### config.mk
export PLATFORM = sky130hd
export DESIGN_NAME = round_robin_task_slot_scheduler_unit
export DESIGN_NICKNAME = d
export VERILOG_FILES = /design/src/rrts_pkg.sv /design/src/rrts_ram.sv /design/src/rrts_dp.sv /design/src/rrts_ctrl.sv /design/src/round_robin_task_slot_scheduler_unit.sv
export SDC_FILE = /design/constraint.sdc
export NUM_CORES = 1
export LEC_CHECK = 0
export BUFFER_PORTS_ARGS = -buffer_cell sky130_fd_sc_hd__clkbuf_2
export CAP_MARGIN = 10
export CORE_ASPECT_RATIO = 0.6
export CORE_MARGIN = 1.5
export CORE_UTILIZATION = 55
export DETAILED_ROUTE_END_ITERATION = 8
export GPL_TIMING_DRIVEN = 0
export HOLD_SLACK_MARGIN = 0.12
export MAX_ROUTING_LAYER = met4
export PLACE_DENSITY_LB_ADDON = 0.05
export SKIP_LAST_GASP = 1
export SYNTH_ARGS = -nofsm -noshare
export SYNTH_HDL_FRONTEND = slang
export SYNTH_SLANG_ARGS = --single-unit
### constraint.sdc
create_clock -name i_clk -period 6.1 [get_ports i_clk]
set_input_delay 1.525 -clock i_clk [delete_from_list [all_inputs] [get_ports i_clk]]
set_output_delay 1.525 -clock i_clk [all_outputs]
set_load 0.05 [all_outputs]
### src/rrts_pkg.sv
`timescale 1ns / 1ps
// ----------------------------------------------------------------------------
// Round-robin task slot scheduler: shared definitions
// Slot table entry, event and result codes, controller commands and status.
// ----------------------------------------------------------------------------
package rrts_pkg;

    localparam int SLOTS_DEF = 16;
    localparam int TALLY_W = 32;
    localparam int S_DATA_W = 72;
    localparam int S_USER_W = 2;
    localparam int M_DATA_W = 112;
    localparam int M_USER_W = 3;
    localparam logic [63:0] CANARY_BASE = 64'h7461736b7374616b;

    typedef enum logic [1:0] {
        MODE_CREATE,
        MODE_YIELD,
        MODE_EXIT,
        MODE_REAP
    } t_mode;

    typedef enum logic [1:0] {
        ST_UNUSED,
        ST_READY,
        ST_RUNNING,
        ST_FINISHED
    } t_slot_st;

    typedef enum logic [2:0] {
        STS_OK,
        STS_REJECTED,
        STS_NO_SLOT,
        STS_NO_STACK,
        STS_CORRUPTED,
        STS_FREE_FAILED,
        STS_NO_READY
    } t_status;

    typedef struct packed {
        logic [TALLY_W-1:0] tally;
        logic               bad;
        t_slot_st           st;
    } t_entry;

    // what the datapath writes into the slot table
    typedef enum logic [2:0] {
        WS_MARK_FIN,
        WS_FREE,
        WS_CREATE,
        WS_RUN,
        WS_READY_OLD
    } t_wsel;

    typedef enum logic [2:0] {
        S_IDLE,
        S_DISP,
        S_CHK,
        S_SCAN,
        S_REL,
        S_SWITCH,
        S_FINISH
    } t_state;

    typedef struct packed {
        logic    load_in;
        logic    rd_issue;
        logic    rd_target;
        logic    chk_cap;
        logic    scan_start;
        logic    scan_free;
        logic    scan_run;
        logic    wr_en;
        t_wsel   wsel;
        logic    st_we;
        t_status st_code;
        logic    out_load;
    } t_cmd;

    typedef struct packed {
        t_mode mode;
        logic  entry;
        logic  granted;
        logic  released;
        logic  act_zero;
        logic  tgt_bad;
        logic  chk_fin;
        logic  chk_bad;
        logic  cur_running;
        logic  scan_hit;
        logic  scan_none;
        logic  out_free;
    } t_stat;

endpackage

### src/rrts_ram.sv
`timescale 1ns / 1ps
// ----------------------------------------------------------------------------
// Generic single-port-write RAM
// One write and one read port, read data registered and held when idle.
// ----------------------------------------------------------------------------
module rrts_ram #(
    parameter int WIDTH = 8,
    parameter int DEPTH = 16
) (
    input  logic                     i_clk,
    input  logic                     i_we,
    input  logic [$clog2(DEPTH)-1:0] i_waddr,
    input  logic [WIDTH-1:0]         i_wdata,
    input  logic                     i_re,
    input  logic [$clog2(DEPTH)-1:0] i_raddr,
    output logic [WIDTH-1:0]         o_rdata
);

    logic [WIDTH-1:0] r_mem [DEPTH];
    logic [WIDTH-1:0] r_rdata;

    always_ff @(posedge i_clk) begin
        if (i_we) begin
            r_mem[i_waddr] <= i_wdata;
        end
        if (i_re) begin
            r_rdata <= r_mem[i_raddr];
        end
    end

    assign o_rdata = r_rdata;

endmodule

### src/rrts_dp.sv
`timescale 1ns / 1ps
// ----------------------------------------------------------------------------
// Scheduler datapath
// Slot table memory with reset-valid bits, slot scan pointer, canary compare,
// running-slot registers and the result register.
// ----------------------------------------------------------------------------
module rrts_dp #(
    parameter int SLOTS = rrts_pkg::SLOTS_DEF
) (
    input  logic                          i_clk,
    input  logic                          i_rst_n,
    input  rrts_pkg::t_cmd                i_cmd,
    output rrts_pkg::t_stat               o_stat,
    input  logic [rrts_pkg::S_DATA_W-1:0] s_tdata,
    input  logic [rrts_pkg::S_USER_W-1:0] s_tuser,
    output logic                          m_tvalid,
    input  logic                          m_tready,
    output logic [rrts_pkg::M_DATA_W-1:0] m_tdata,
    output logic [rrts_pkg::M_USER_W-1:0] m_tuser
);

    localparam int SW = $clog2(SLOTS);
    localparam int EW = $bits(rrts_pkg::t_entry);

    // latched item
    rrts_pkg::t_mode r_mode;
    logic [3:0]      r_target;
    logic            r_entry;
    logic            r_granted;
    logic            r_released;
    logic [63:0]     r_word;

    logic [SW-1:0]                  r_active;
    logic [rrts_pkg::TALLY_W-1:0]   r_act_tally;
    logic [SLOTS-1:0]               r_vld;
    logic [SW-1:0]                  r_rd_addr;
    logic                           r_rd_vld;
    logic                           r_tag;
    logic [SW-1:0]                  r_ptr;
    logic [SW-1:0]                  r_cnt;
    logic                           r_kind_free;
    rrts_pkg::t_entry               r_cur;
    rrts_pkg::t_status              r_st;
    logic [SW-1:0]                  r_res;
    logic                           r_sw;
    logic [63:0]                    r_canary;
    logic                           r_o_valid;
    logic [rrts_pkg::M_DATA_W-1:0]  r_o_tdata;
    logic [rrts_pkg::M_USER_W-1:0]  r_o_tuser;

    logic [EW-1:0]    ram_q;
    rrts_pkg::t_entry rd_entry;
    rrts_pkg::t_entry rst_entry;
    rrts_pkg::t_entry wr_data;
    logic [SW-1:0]    wr_addr;
    logic [SW-1:0]    rd_addr;
    logic             rd_en;
    logic             new_bad;
    logic             match;
    logic             scan_hit;
    logic             scan_go;
    logic [SW-1:0]    tgt_idx;
    logic [SW-1:0]    ptr_next;
    logic [SW-1:0]    act_next;
    logic [SW-1:0]    res_task;

    assign tgt_idx  = SW'(r_target);
    assign ptr_next = (r_ptr == SW'(SLOTS - 1)) ? '0 : r_ptr + 1'b1;
    assign act_next = (r_active == SW'(SLOTS - 1)) ? '0 : r_active + 1'b1;

    // an entry never written reads as its reset value
    always_comb begin
        if (r_rd_addr == '0) begin
            rst_entry = '{tally: rrts_pkg::TALLY_W'(1), bad: 1'b0, st: rrts_pkg::ST_RUNNING};
        end else begin
            rst_entry = '{tally: '0, bad: 1'b0, st: rrts_pkg::ST_UNUSED};
        end
    end

    assign rd_entry = r_rd_vld ? rrts_pkg::t_entry'(ram_q) : rst_entry;

    // slot 0 owns no stack, so its canary never fails
    assign new_bad = rd_entry.bad | ((r_rd_addr != '0) &&
                     (r_word != (rrts_pkg::CANARY_BASE ^ 64'(r_rd_addr))));

    assign match    = r_kind_free ? (rd_entry.st == rrts_pkg::ST_UNUSED)
                                  : (rd_entry.st == rrts_pkg::ST_READY);
    assign scan_hit = r_tag && match;
    assign scan_go  = i_cmd.scan_run && (r_cnt != '0) && !scan_hit;

    always_comb begin
        rd_en   = 1'b0;
        rd_addr = r_ptr;
        if (i_cmd.rd_issue) begin
            rd_en   = 1'b1;
            rd_addr = i_cmd.rd_target ? tgt_idx : r_active;
        end else if (scan_go) begin
            rd_en = 1'b1;
        end
    end

    always_comb begin
        wr_addr = r_rd_addr;
        wr_data = '{tally: '0, bad: 1'b0, st: rrts_pkg::ST_UNUSED};
        unique case (i_cmd.wsel)
            rrts_pkg::WS_MARK_FIN: begin
                wr_data = '{tally: rd_entry.tally, bad: new_bad, st: rrts_pkg::ST_FINISHED};
            end
            rrts_pkg::WS_FREE: begin
                wr_data = '{tally: '0, bad: 1'b0, st: rrts_pkg::ST_UNUSED};
            end
            rrts_pkg::WS_CREATE: begin
                wr_data = '{tally: '0, bad: 1'b0, st: rrts_pkg::ST_READY};
            end
            rrts_pkg::WS_RUN: begin
                wr_data = '{tally: rd_entry.tally + 1'b1, bad: rd_entry.bad,
                            st: rrts_pkg::ST_RUNNING};
            end
            rrts_pkg::WS_READY_OLD: begin
                wr_addr = r_active;
                wr_data = '{tally: r_cur.tally, bad: r_cur.bad, st: rrts_pkg::ST_READY};
            end
            default: begin
                wr_addr = r_rd_addr;
            end
        endcase
    end

    rrts_ram #(
        .WIDTH (EW),
        .DEPTH (SLOTS)
    ) u_slot_ram (
        .i_clk   (i_clk),
        .i_we    (i_cmd.wr_en),
        .i_waddr (wr_addr),
        .i_wdata (wr_data),
        .i_re    (rd_en),
        .i_raddr (rd_addr),
        .o_rdata (ram_q)
    );

    // payload registers
    always_ff @(posedge i_clk) begin
        if (i_cmd.load_in) begin
            r_mode     <= rrts_pkg::t_mode'(s_tuser[1:0]);
            r_target   <= s_tdata[3:0];
            r_entry    <= s_tdata[4];
            r_granted  <= s_tdata[5];
            r_released <= s_tdata[6];
            r_word     <= s_tdata[70:7];
        end
        if (rd_en) begin
            r_rd_addr <= rd_addr;
            r_rd_vld  <= r_vld[rd_addr];
        end
        if (i_cmd.scan_start) begin
            r_ptr       <= i_cmd.scan_free ? SW'(1) : act_next;
            r_cnt       <= SW'(SLOTS - 1);
            r_kind_free <= i_cmd.scan_free;
        end else if (scan_go) begin
            r_ptr <= ptr_next;
            r_cnt <= r_cnt - 1'b1;
        end
        if (i_cmd.chk_cap) begin
            r_cur <= rd_entry;
        end
        if (i_cmd.load_in) begin
            r_st     <= rrts_pkg::STS_OK;
            r_res    <= '0;
            r_sw     <= 1'b0;
            r_canary <= '0;
        end else begin
            if (i_cmd.st_we) begin
                r_st <= i_cmd.st_code;
            end
            if (i_cmd.wr_en && i_cmd.wsel == rrts_pkg::WS_CREATE) begin
                r_res    <= r_rd_addr;
                r_canary <= rrts_pkg::CANARY_BASE ^ 64'(r_rd_addr);
            end
            if (i_cmd.wr_en && i_cmd.wsel == rrts_pkg::WS_RUN) begin
                r_sw <= 1'b1;
            end
        end
        if (i_cmd.out_load) begin
            r_o_tuser <= r_st;
            r_o_tdata <= {7'd0, r_act_tally, r_canary, r_sw, 4'(r_active), 4'(res_task)};
        end
    end

    assign res_task = (r_mode == rrts_pkg::MODE_CREATE) ? r_res : r_active;

    // control state
    always_ff @(posedge i_clk) begin
        if (!i_rst_n) begin
            r_active    <= '0;
            r_act_tally <= rrts_pkg::TALLY_W'(1);
            r_vld       <= '0;
            r_tag       <= 1'b0;
            r_o_valid   <= 1'b0;
        end else begin
            if (i_cmd.wr_en) begin
                r_vld[wr_addr] <= 1'b1;
            end
            if (i_cmd.wr_en && i_cmd.wsel == rrts_pkg::WS_RUN) begin
                r_active    <= r_rd_addr;
                r_act_tally <= wr_data.tally;
            end
            r_tag <= scan_go;
            if (i_cmd.out_load) begin
                r_o_valid <= 1'b1;
            end else if (m_tready) begin
                r_o_valid <= 1'b0;
            end
        end
    end

    assign o_stat = '{
        mode:        r_mode,
        entry:       r_entry,
        granted:     r_granted,
        released:    r_released,
        act_zero:    (r_active == '0),
        tgt_bad:     (r_target == 4'd0) || (32'(r_target) >= SLOTS),
        chk_fin:     (rd_entry.st == rrts_pkg::ST_FINISHED),
        chk_bad:     new_bad,
        cur_running: (r_cur.st == rrts_pkg::ST_RUNNING),
        scan_hit:    scan_hit,
        scan_none:   r_tag && !match && (r_cnt == '0),
        out_free:    !r_o_valid || m_tready
    };

    assign m_tvalid = r_o_valid;
    assign m_tdata  = r_o_tdata;
    assign m_tuser  = r_o_tuser;

    a_active_range: assert property (@(posedge i_clk) disable iff (!i_rst_n)
        32'(r_active) < SLOTS)
        else $error("running slot outside the table");

    a_switch_active: assert property (@(posedge i_clk) disable iff (!i_rst_n)
        (i_cmd.wr_en && i_cmd.wsel == rrts_pkg::WS_RUN) |=> (r_active == $past(r_rd_addr)))
        else $error("switch did not move the running slot");

    a_switch_tally: assert property (@(posedge i_clk) disable iff (!i_rst_n)
        (i_cmd.wr_en && i_cmd.wsel == rrts_pkg::WS_RUN)
        |=> (r_act_tally == $past(rd_entry.tally) + 1'b1))
        else $error("run count of new running slot not advanced");

    a_ready_scan_skips_self: assert property (@(posedge i_clk) disable iff (!i_rst_n)
        (r_tag && !r_kind_free) |-> (r_rd_addr != r_active))
        else $error("ready scan read the running slot");

    a_free_scan_skips_idle: assert property (@(posedge i_clk) disable iff (!i_rst_n)
        (r_tag && r_kind_free) |-> (r_rd_addr != '0))
        else $error("free slot scan read the idle slot");

endmodule

### src/rrts_ctrl.sv
`timescale 1ns / 1ps
// ----------------------------------------------------------------------------
// Scheduler controller
// Sequences decode, canary check, slot scan, switch and result hand-off.
// ----------------------------------------------------------------------------
module rrts_ctrl (
    input  logic            i_clk,
    input  logic            i_rst_n,
    input  logic            s_tvalid,
    output logic            s_tready,
    input  rrts_pkg::t_stat i_stat,
    output rrts_pkg::t_cmd  o_cmd
);

    rrts_pkg::t_state r_state;
    rrts_pkg::t_state n_state;
    logic             r_corrupt;
    logic             n_corrupt;
    logic             r_path_exit;
    logic             n_path_exit;

    always_ff @(posedge i_clk) begin
        if (!i_rst_n) begin
            r_state     <= rrts_pkg::S_IDLE;
            r_corrupt   <= 1'b0;
            r_path_exit <= 1'b0;
        end else begin
            r_state     <= n_state;
            r_corrupt   <= n_corrupt;
            r_path_exit <= n_path_exit;
        end
    end

    always_comb begin
        n_state     = r_state;
        n_corrupt   = r_corrupt;
        n_path_exit = r_path_exit;
        o_cmd       = '0;
        s_tready    = (r_state == rrts_pkg::S_IDLE);
        unique case (r_state)
            rrts_pkg::S_IDLE: begin
                if (s_tvalid) begin
                    o_cmd.load_in = 1'b1;
                    n_state       = rrts_pkg::S_DISP;
                end
            end
            rrts_pkg::S_DISP: begin
                unique case (i_stat.mode)
                    rrts_pkg::MODE_CREATE: begin
                        if (!i_stat.entry) begin
                            o_cmd.st_we   = 1'b1;
                            o_cmd.st_code = rrts_pkg::STS_REJECTED;
                            n_state       = rrts_pkg::S_FINISH;
                        end else begin
                            o_cmd.scan_start = 1'b1;
                            o_cmd.scan_free  = 1'b1;
                            n_state          = rrts_pkg::S_SCAN;
                        end
                    end
                    rrts_pkg::MODE_YIELD, rrts_pkg::MODE_EXIT: begin
                        o_cmd.rd_issue = 1'b1;
                        n_state        = rrts_pkg::S_CHK;
                    end
                    rrts_pkg::MODE_REAP: begin
                        if (!i_stat.act_zero || i_stat.tgt_bad) begin
                            o_cmd.st_we   = 1'b1;
                            o_cmd.st_code = rrts_pkg::STS_REJECTED;
                            n_state       = rrts_pkg::S_FINISH;
                        end else begin
                            o_cmd.rd_issue  = 1'b1;
                            o_cmd.rd_target = 1'b1;
                            n_state         = rrts_pkg::S_CHK;
                        end
                    end
                    default: begin
                        n_state = rrts_pkg::S_FINISH;
                    end
                endcase
            end
            rrts_pkg::S_CHK: begin
                o_cmd.chk_cap = 1'b1;
                if (i_stat.mode == rrts_pkg::MODE_REAP) begin
                    n_state     = rrts_pkg::S_FINISH;
                    o_cmd.st_we = 1'b1;
                    priority if (!i_stat.chk_fin) begin
                        o_cmd.st_code = rrts_pkg::STS_REJECTED;
                    end else if (i_stat.chk_bad) begin
                        o_cmd.wr_en   = 1'b1;
                        o_cmd.wsel    = rrts_pkg::WS_MARK_FIN;
                        o_cmd.st_code = rrts_pkg::STS_CORRUPTED;
                    end else if (!i_stat.released) begin
                        o_cmd.st_code = rrts_pkg::STS_FREE_FAILED;
                    end else begin
                        o_cmd.wr_en   = 1'b1;
                        o_cmd.wsel    = rrts_pkg::WS_FREE;
                        o_cmd.st_code = rrts_pkg::STS_OK;
                    end
                end else begin
                    o_cmd.scan_start = 1'b1;
                    n_state          = rrts_pkg::S_SCAN;
                    // a corrupted task that yields is retired instead
                    priority if (i_stat.mode == rrts_pkg::MODE_EXIT && !i_stat.act_zero) begin
                        o_cmd.wr_en = 1'b1;
                        o_cmd.wsel  = rrts_pkg::WS_MARK_FIN;
                        n_path_exit = 1'b1;
                        n_corrupt   = 1'b0;
                    end else if (!i_stat.act_zero && i_stat.chk_bad) begin
                        o_cmd.wr_en = 1'b1;
                        o_cmd.wsel  = rrts_pkg::WS_MARK_FIN;
                        n_path_exit = 1'b1;
                        n_corrupt   = 1'b1;
                    end else begin
                        n_path_exit = 1'b0;
                        n_corrupt   = 1'b0;
                    end
                end
            end
            rrts_pkg::S_SCAN: begin
                o_cmd.scan_run = 1'b1;
                if (i_stat.scan_hit) begin
                    if (i_stat.mode == rrts_pkg::MODE_CREATE) begin
                        n_state = rrts_pkg::S_FINISH;
                        if (!i_stat.granted) begin
                            o_cmd.st_we   = 1'b1;
                            o_cmd.st_code = rrts_pkg::STS_NO_STACK;
                        end else begin
                            o_cmd.wr_en = 1'b1;
                            o_cmd.wsel  = rrts_pkg::WS_CREATE;
                        end
                    end else if (!r_path_exit && i_stat.cur_running) begin
                        n_state = rrts_pkg::S_REL;
                    end else begin
                        n_state = rrts_pkg::S_SWITCH;
                    end
                end else if (i_stat.scan_none) begin
                    n_state     = rrts_pkg::S_FINISH;
                    o_cmd.st_we = 1'b1;
                    if (i_stat.mode == rrts_pkg::MODE_CREATE) begin
                        o_cmd.st_code = rrts_pkg::STS_NO_SLOT;
                    end else if (r_corrupt) begin
                        o_cmd.st_code = rrts_pkg::STS_CORRUPTED;
                    end else begin
                        o_cmd.st_code = rrts_pkg::STS_NO_READY;
                    end
                end
            end
            rrts_pkg::S_REL: begin
                o_cmd.wr_en = 1'b1;
                o_cmd.wsel  = rrts_pkg::WS_READY_OLD;
                n_state     = rrts_pkg::S_SWITCH;
            end
            rrts_pkg::S_SWITCH: begin
                o_cmd.wr_en   = 1'b1;
                o_cmd.wsel    = rrts_pkg::WS_RUN;
                o_cmd.st_we   = 1'b1;
                o_cmd.st_code = r_corrupt ? rrts_pkg::STS_CORRUPTED : rrts_pkg::STS_OK;
                n_state       = rrts_pkg::S_FINISH;
            end
            rrts_pkg::S_FINISH: begin
                if (i_stat.out_free) begin
                    o_cmd.out_load = 1'b1;
                    n_state        = rrts_pkg::S_IDLE;
                end
            end
            default: begin
                n_state = rrts_pkg::S_IDLE;
            end
        endcase
    end

endmodule

### src/round_robin_task_slot_scheduler_unit.sv
`timescale 1ns / 1ps
// ----------------------------------------------------------------------------
// Round-robin task slot scheduler
// Keeps the task slot table and the running task; takes one scheduler event
// (create, yield, exit, reap) per item and returns one result item.
// ----------------------------------------------------------------------------
// One event is handled at a time. It is decoded and then, as the event needs,
// goes through canary check, the slot scan, which reads one table entry per
// cycle from the single slot memory, release of the old task and the switch
// to the new one. The slot scan is the longest of these steps.
// A finished result waits in the output register while the next item is
// accepted. No clearing pass is needed after reset: per-slot valid bits make
// untouched entries read as their reset values.
// ----------------------------------------------------------------------------
module round_robin_task_slot_scheduler_unit #(
    parameter int SLOTS = rrts_pkg::SLOTS_DEF
) (
    input  logic                          i_clk,
    input  logic                          i_rst_n,
    input  logic                          s_tvalid,
    output logic                          s_tready,
    // target_task[3:0], entry_present[4], stack_granted[5], page_released[6],
    // stack_word[70:7], zero[71]
    input  logic [rrts_pkg::S_DATA_W-1:0] s_tdata,
    // mode[1:0]
    input  logic [rrts_pkg::S_USER_W-1:0] s_tuser,
    output logic                          m_tvalid,
    input  logic                          m_tready,
    // result_task[3:0], running_now[7:4], switched[8], canary_value[72:9],
    // runs_of_running[104:73], zero[111:105]
    output logic [rrts_pkg::M_DATA_W-1:0] m_tdata,
    // status[2:0]
    output logic [rrts_pkg::M_USER_W-1:0] m_tuser
);

    rrts_pkg::t_cmd  cmd;
    rrts_pkg::t_stat stat;

    rrts_ctrl u_ctrl (
        .i_clk    (i_clk),
        .i_rst_n  (i_rst_n),
        .s_tvalid (s_tvalid),
        .s_tready (s_tready),
        .i_stat   (stat),
        .o_cmd    (cmd)
    );

    rrts_dp #(
        .SLOTS (SLOTS)
    ) u_dp (
        .i_clk    (i_clk),
        .i_rst_n  (i_rst_n),
        .i_cmd    (cmd),
        .o_stat   (stat),
        .s_tdata  (s_tdata),
        .s_tuser  (s_tuser),
        .m_tvalid (m_tvalid),
        .m_tready (m_tready),
        .m_tdata  (m_tdata),
        .m_tuser  (m_tuser)
    );

endmodule

==> reports/qor.log <==
qor: layout.final_design_area_no_fill 39200 sq um
qor: power.p_leak 13.9 nW
qor: cts.root_buffer sky130_fd_sc_hd__clkbuf_16
qor: floorplan.std_cell_rows 70
qor: setup_path.setup_crit_start_kind flop
qor: layout.finish.utilization 64.4%
qor: yosys.netlist_instances 2568
qor: route.route.detailed.vias_per_inst 6.13
qor: worst_hold_path.destination_of_the_worst_hold_path u_dp.m_tdata[83]$_DFFE_PP_
qor: timing.finalWorstPathRequiredPeriod 5.89 ns
qor: cts.tritoncts done
qor: timing.worstMarginPinSlew 1.29 ns
qor: placement.dpl_cell_area 36700 sq um
qor: floorplan.fp.coreArea 60900 sq um
qor: layout.area.growth.synth_to_final 15.7%
qor: timing.slew_violations 0
qor: yosys.ys.warnings.count 0
qor: route.met3WireLength 13.9 mm
qor: yosys.postSynthAreaPerCell 13.2 sq um
qor: route.met1Wirelength 44.0 mm
qor: outcome.status completed
qor: timing.final.setup_skew 0.0258 ns
qor: yosys.dominantRegCellSynth sky130_fd_sc_hd__edfxtp_1
qor: global_route.track_usage 33.5%
qor: floorplan.die-width 323 um
qor: worst_hold_path.whs_path_depth 0
qor: floorplan.die_height 195 um
qor: setup_path.r2r-start u_dp.r_rd_vld$_DFFE_PP_
qor: layout.nets 2968
qor: yosys.number_of_register_bits_inferred_by_synthesis 837
qor: cts.cts_buffers 76
qor: setup_path.rr_endpoint u_dp.u_slot_ram.r_mem[12][29]$_DFFE_PP_
qor: yosys.post_synth_main_area_contributors sky130_fd_sc_hd__edfxtp_1 68%, sky130_fd_sc_hd__nand2_1 5.0%, sky130_fd_sc_hd__dfxtp_1 4.4%, sky130_fd_sc_hd__nand4_1 2.8%, sky130_fd_sc_hd__a211oi_1 2.7%
qor: cts.cts-root-to-sink-buffers 3
qor: global_route.vias_in_the_first_global_route 21500
qor: yosys.synth_async_sr_flop_share 0%
qor: yosys.netlist_area 33900 sq um
qor: timing.timing.final.setup_violations 0
qor: setup_path.worst_ep_arrival_time 6.15 ns
qor: worst_hold_path.timing.hold.worst.start u_dp.r_act_tally[10]$_SDFFE_PN0P_
qor: route.drtIter0Drc 3282
qor: timing.rsz0062_at_grt false
qor: yosys.count_of_cell_types_in_the_netlist 77
qor: yosys.synth_top_cell_by_area sky130_fd_sc_hd__edfxtp_1
qor: yosys.synth_top_cell_area_share 67.5%
qor: cts.hold_buffers 0
qor: cts.h_tree_depth 3
qor: cts.numClockSinks 837
qor: setup_path.timing.critical_path.max_delay_family buffers and inverters
qor: setup_path.critical_path.max_stage_delay 0.55 ns
qor: power.power-per-cell-area 536 nW/um^2
qor: placement.gp_congestion 0.977
qor: setup_path.worstSetupPathType reg2reg
qor: route.vias 23100
qor: global_route.grt_first_pass_wirelength 145 mm
qor: setup_path.crit_required 6.36 ns
qor: floorplan.io_pins 195
qor: placement.io_buffer_count 156
qor: layout.post_route_cells_drive_above_1_share 16.1%
qor: setup_path.critical_path.slowest_cell sky130_fd_sc_hd__clkbuf_1
qor: route.met2_length 41.1 mm
qor: timing.min_period_over_period 96.5%
qor: timing.finalHoldWorstSlack 0.428 ns
qor: setup_path.timing.critical_path.buf_inv 6
qor: worst_hold_path.hold_class reg2reg
qor: route.antenna_left 0
qor: route.drt-wirelength-per-cell 27.0 um
qor: timing.timing.fmax 170 MHz
qor: timing.timing_hold_violations_final 0
qor: global_route.largest_net_degree_at_the_start_of_global_routing 83
qor: layout.fin_cells 3768
qor: route.route.detailed.drc 0
qor: yosys.synth_sequential_area_ratio 72.0%
qor: run.drv.max_cap_violation_count 0
qor: route.finalWirelength 102 mm
qor: power.overall_power 21.0 mW
qor: global_route.overflow 0
qor: floorplan.initial_utilization 55.7%
qor: setup_path.r2r.worst_path.cells 15
qor: yosys.count_of_flip_flops_with_a_built_in_enable_after_synthesis 762
qor: setup_path.endpoint_kind flop
qor: placement.post-place-cells 3625
qor: setup_path.r2r_slack 0.21 ns
qor: layout.antenna_cells 0
qor: cts.clk_pin_slew_worst_paths 0.06 ns
qor: setup_path.crit_path_cell_trace clkbuf_1 > clkbuf_1 > buf_2 > buf_1 > a21oi_1 > inv_1 > ha_1 > nand4_1 > nor4_4 > buf_4 > nand4_1 > nor3_1 > xnor2_1 > a22oi_1 > o21ai_2
qor: route.drtPass1Iterations 6
qor: setup_path.top_fanout_value_on_the_critical_path 16
qor: cts.worst_skew_pair.late_latency 0.65 ns
qor: route.topRoutingLayerUsed met4
qor: power.vdd_ir_drop_max 286 uV
qor: floorplan.die_area 63200 sq um
qor: placement.place.detailed.hpwl 72.4 mm
qor: global_route.antenna_found_initial 2
qor: setup_path.cp.depth 15
qor: timing.max_slew_margin 13.1%
==> cells in the mapped netlist, types with 5 or more instances <==
| cell type | instances |
|---|---|
| sky130_fd_sc_hd__nor3_1 | 24 |
| sky130_fd_sc_hd__o211ai_1 | 20 |
| sky130_fd_sc_hd__nor3b_1 | 8 |
| sky130_fd_sc_hd__a31oi_1 | 6 |
| sky130_fd_sc_hd__ha_1 | 9 |
| sky130_fd_sc_hd__nor4_1 | 7 |
| sky130_fd_sc_hd__o21a_1 | 7 |
| sky130_fd_sc_hd__buf_1 | 10 |
| sky130_fd_sc_hd__xnor2_1 | 27 |
| sky130_fd_sc_hd__xor2_1 | 11 |
| sky130_fd_sc_hd__a221o_1 | 6 |
| sky130_fd_sc_hd__clkbuf_1 | 104 |
| sky130_fd_sc_hd__edfxtp_1 | 762 |
| sky130_fd_sc_hd__and2_1 | 14 |
| sky130_fd_sc_hd__a21oi_1 | 84 |
| sky130_fd_sc_hd__or3_1 | 5 |
| sky130_fd_sc_hd__nand4_1 | 154 |
| sky130_fd_sc_hd__nand2b_1 | 8 |
| sky130_fd_sc_hd__mux2i_1 | 16 |
| sky130_fd_sc_hd__a211oi_1 | 121 |
| sky130_fd_sc_hd__o221ai_1 | 5 |
| sky130_fd_sc_hd__or4_1 | 31 |
| sky130_fd_sc_hd__and4b_1 | 6 |
| sky130_fd_sc_hd__nor2_1 | 89 |
| sky130_fd_sc_hd__nand3_1 | 108 |
| sky130_fd_sc_hd__buf_4 | 71 |
| sky130_fd_sc_hd__dfxtp_1 | 75 |
| sky130_fd_sc_hd__and3_1 | 121 |
| sky130_fd_sc_hd__inv_1 | 44 |
| sky130_fd_sc_hd__buf_2 | 36 |
| sky130_fd_sc_hd__buf_6 | 5 |
| sky130_fd_sc_hd__o21ai_0 | 51 |
| sky130_fd_sc_hd__nor4b_1 | 5 |
| sky130_fd_sc_hd__nand2_1 | 451 |
==> layout make-up <==
type / count / area, sq um
plain buffers: 226 / 1200
clock buffers: 100 / 2130
clock inverters: 37 / 350
fillers: 4577 / 21700
inverters: 49 / 189
multi-input cells: 1491 / 8470
flip-flops and latches: 837 / 24400
well taps: 828 / 1040
repair buffers: 200 / 1450
==> state kept, by name, summed over array words and instances (netlist names), 4 cells and up <==
register / cells
u_dp.r_canary: 4
u_dp.r_active: 4
u_dp.r_cur: 35
u_dp.r_cnt: 4
u_dp.r_word: 64
u_dp.r_res: 4
u_dp.r_rd_addr: 4
u_dp.r_vld: 16
u_dp.r_ptr: 4
u_dp.m_tdata: 46
u_dp.u_slot_ram.r_mem: 560
u_dp.r_target: 4
u_dp.u_slot_ram.o_rdata: 35
u_dp.r_act_tally: 32
==> placed cells by master (no fill, tap or decap), types with 9 or more instances in the layout <==
| master | count |
|---|---|
| sky130_fd_sc_hd__edfxtp_1 | 762 |
| sky130_fd_sc_hd__nand2_1 | 451 |
| sky130_fd_sc_hd__clkbuf_2 | 156 |
| sky130_fd_sc_hd__nand4_1 | 154 |
| sky130_fd_sc_hd__clkbuf_1 | 121 |
| sky130_fd_sc_hd__and3_1 | 121 |
| sky130_fd_sc_hd__a211oi_1 | 121 |
| sky130_fd_sc_hd__nand3_1 | 108 |
| sky130_fd_sc_hd__buf_4 | 88 |
| sky130_fd_sc_hd__a21oi_1 | 84 |
| sky130_fd_sc_hd__clkbuf_16 | 82 |
| sky130_fd_sc_hd__dfxtp_1 | 75 |
| sky130_fd_sc_hd__nor2_1 | 72 |
| sky130_fd_sc_hd__inv_1 | 44 |
| sky130_fd_sc_hd__o21ai_0 | 39 |
| sky130_fd_sc_hd__buf_2 | 38 |
| sky130_fd_sc_hd__conb_1 | 36 |
| sky130_fd_sc_hd__or4_1 | 31 |
| sky130_fd_sc_hd__xnor2_1 | 27 |
| sky130_fd_sc_hd__nor3_1 | 23 |
| sky130_fd_sc_hd__o211ai_1 | 20 |
| sky130_fd_sc_hd__clkinv_1 | 17 |
| sky130_fd_sc_hd__mux2i_1 | 16 |
| sky130_fd_sc_hd__nor2_4 | 16 |
| sky130_fd_sc_hd__and2_1 | 14 |
| sky130_fd_sc_hd__xor2_1 | 11 |
| sky130_fd_sc_hd__buf_12 | 11 |
| sky130_fd_sc_hd__buf_1 | 9 |
| sky130_fd_sc_hd__o21ai_2 | 9 |
| sky130_fd_sc_hd__ha_1 | 9 |
==> metrics by stage <==
| step | TNS, ns | worst slack [ns] |
|---|---|---|
| after floorplan | 0 | 0.630 |
| after global placement | -1508.17 | -2.52 |
| after detailed placement | -20.97 | -0.576 |
| after CTS | 0 | 0.0923 |
| after global routing | 0 | 0.0571 |
| final | 0 | 0.212 |
==> timing repair <==
action,in CTS,in global routing
gates resized for setup,3,0
endpoints found under the hold margin,0,0
pin swaps,0,1
setup endpoints to repair,79,64
buffers inserted,0,4
==> how the worst max path moves through the flow <==
stage                                   startpoint                                       to
floorplan                                 m_tready                u_dp.m_tdata[0]$_DFFE_PP_
global placement    u_ctrl.r_state[1]$_SDFFE_PN0P_   u_dp.u_slot_ram.r_mem[2][26]$_DFFE_PP_
detailed placement         u_dp.r_rd_vld$_DFFE_PP_   u_dp.u_slot_ram.r_mem[0][33]$_DFFE_PP_
CTS                        u_dp.r_rd_vld$_DFFE_PP_  u_dp.u_slot_ram.r_mem[10][29]$_DFFE_PP_
global route               u_dp.r_rd_vld$_DFFE_PP_  u_dp.u_slot_ram.r_mem[12][29]$_DFFE_PP_
finish                     u_dp.r_rd_vld$_DFFE_PP_  u_dp.u_slot_ram.r_mem[12][29]$_DFFE_PP_
==> worst reg2reg max path, stage by stage, from the launching register on <==
cell                       delay (ns)
sky130_fd_sc_hd__edfxtp_1        0.45
sky130_fd_sc_hd__clkbuf_1        0.55
sky130_fd_sc_hd__clkbuf_1        0.52
sky130_fd_sc_hd__buf_2           0.42
sky130_fd_sc_hd__buf_1           0.50
sky130_fd_sc_hd__a21oi_1         0.25
sky130_fd_sc_hd__inv_1           0.25
sky130_fd_sc_hd__ha_1            0.30
sky130_fd_sc_hd__nand4_1         0.26
sky130_fd_sc_hd__nor4_4          0.19
sky130_fd_sc_hd__buf_4           0.21
sky130_fd_sc_hd__nand4_1         0.28
sky130_fd_sc_hd__nor3_1          0.53
sky130_fd_sc_hd__xnor2_1         0.17
sky130_fd_sc_hd__a22oi_1         0.24
sky130_fd_sc_hd__o21ai_2         0.35
==> power breakdown <==
part,internal [mW],total (mW),switching (mW)
sequential,7.71,8.02,0.309
combinational,2.01,8.15,6.14
clock,2.73,4.85,2.13
total,12.4,21.0,8.57
==> routing by layer <==
layer / up-vias / GRT usage [%]
met5: - / -
li1: 10200 / -
met4: 0 / 9.20
met3: 132 / 11.1
met1: 11400 / 50.4
met2: 1340 / 42.9
==> logic make-up (layout without fill, tap and decap cells) <==
group           count (synthesis)  count (layout)  share of synthesized area [%]
buf+inv                       275             612                           4.08
xor+xnor                       38              38                          0.982
simple gates                 1056            1056                           15.5
other cells                     1              36                         0.0111
compound gates                335             335                           6.60
flops                         837             837                           72.0
mux                            17              17                          0.506
fa+ha+maj                       9               9                          0.332
(Power assumes the default switching activity.)
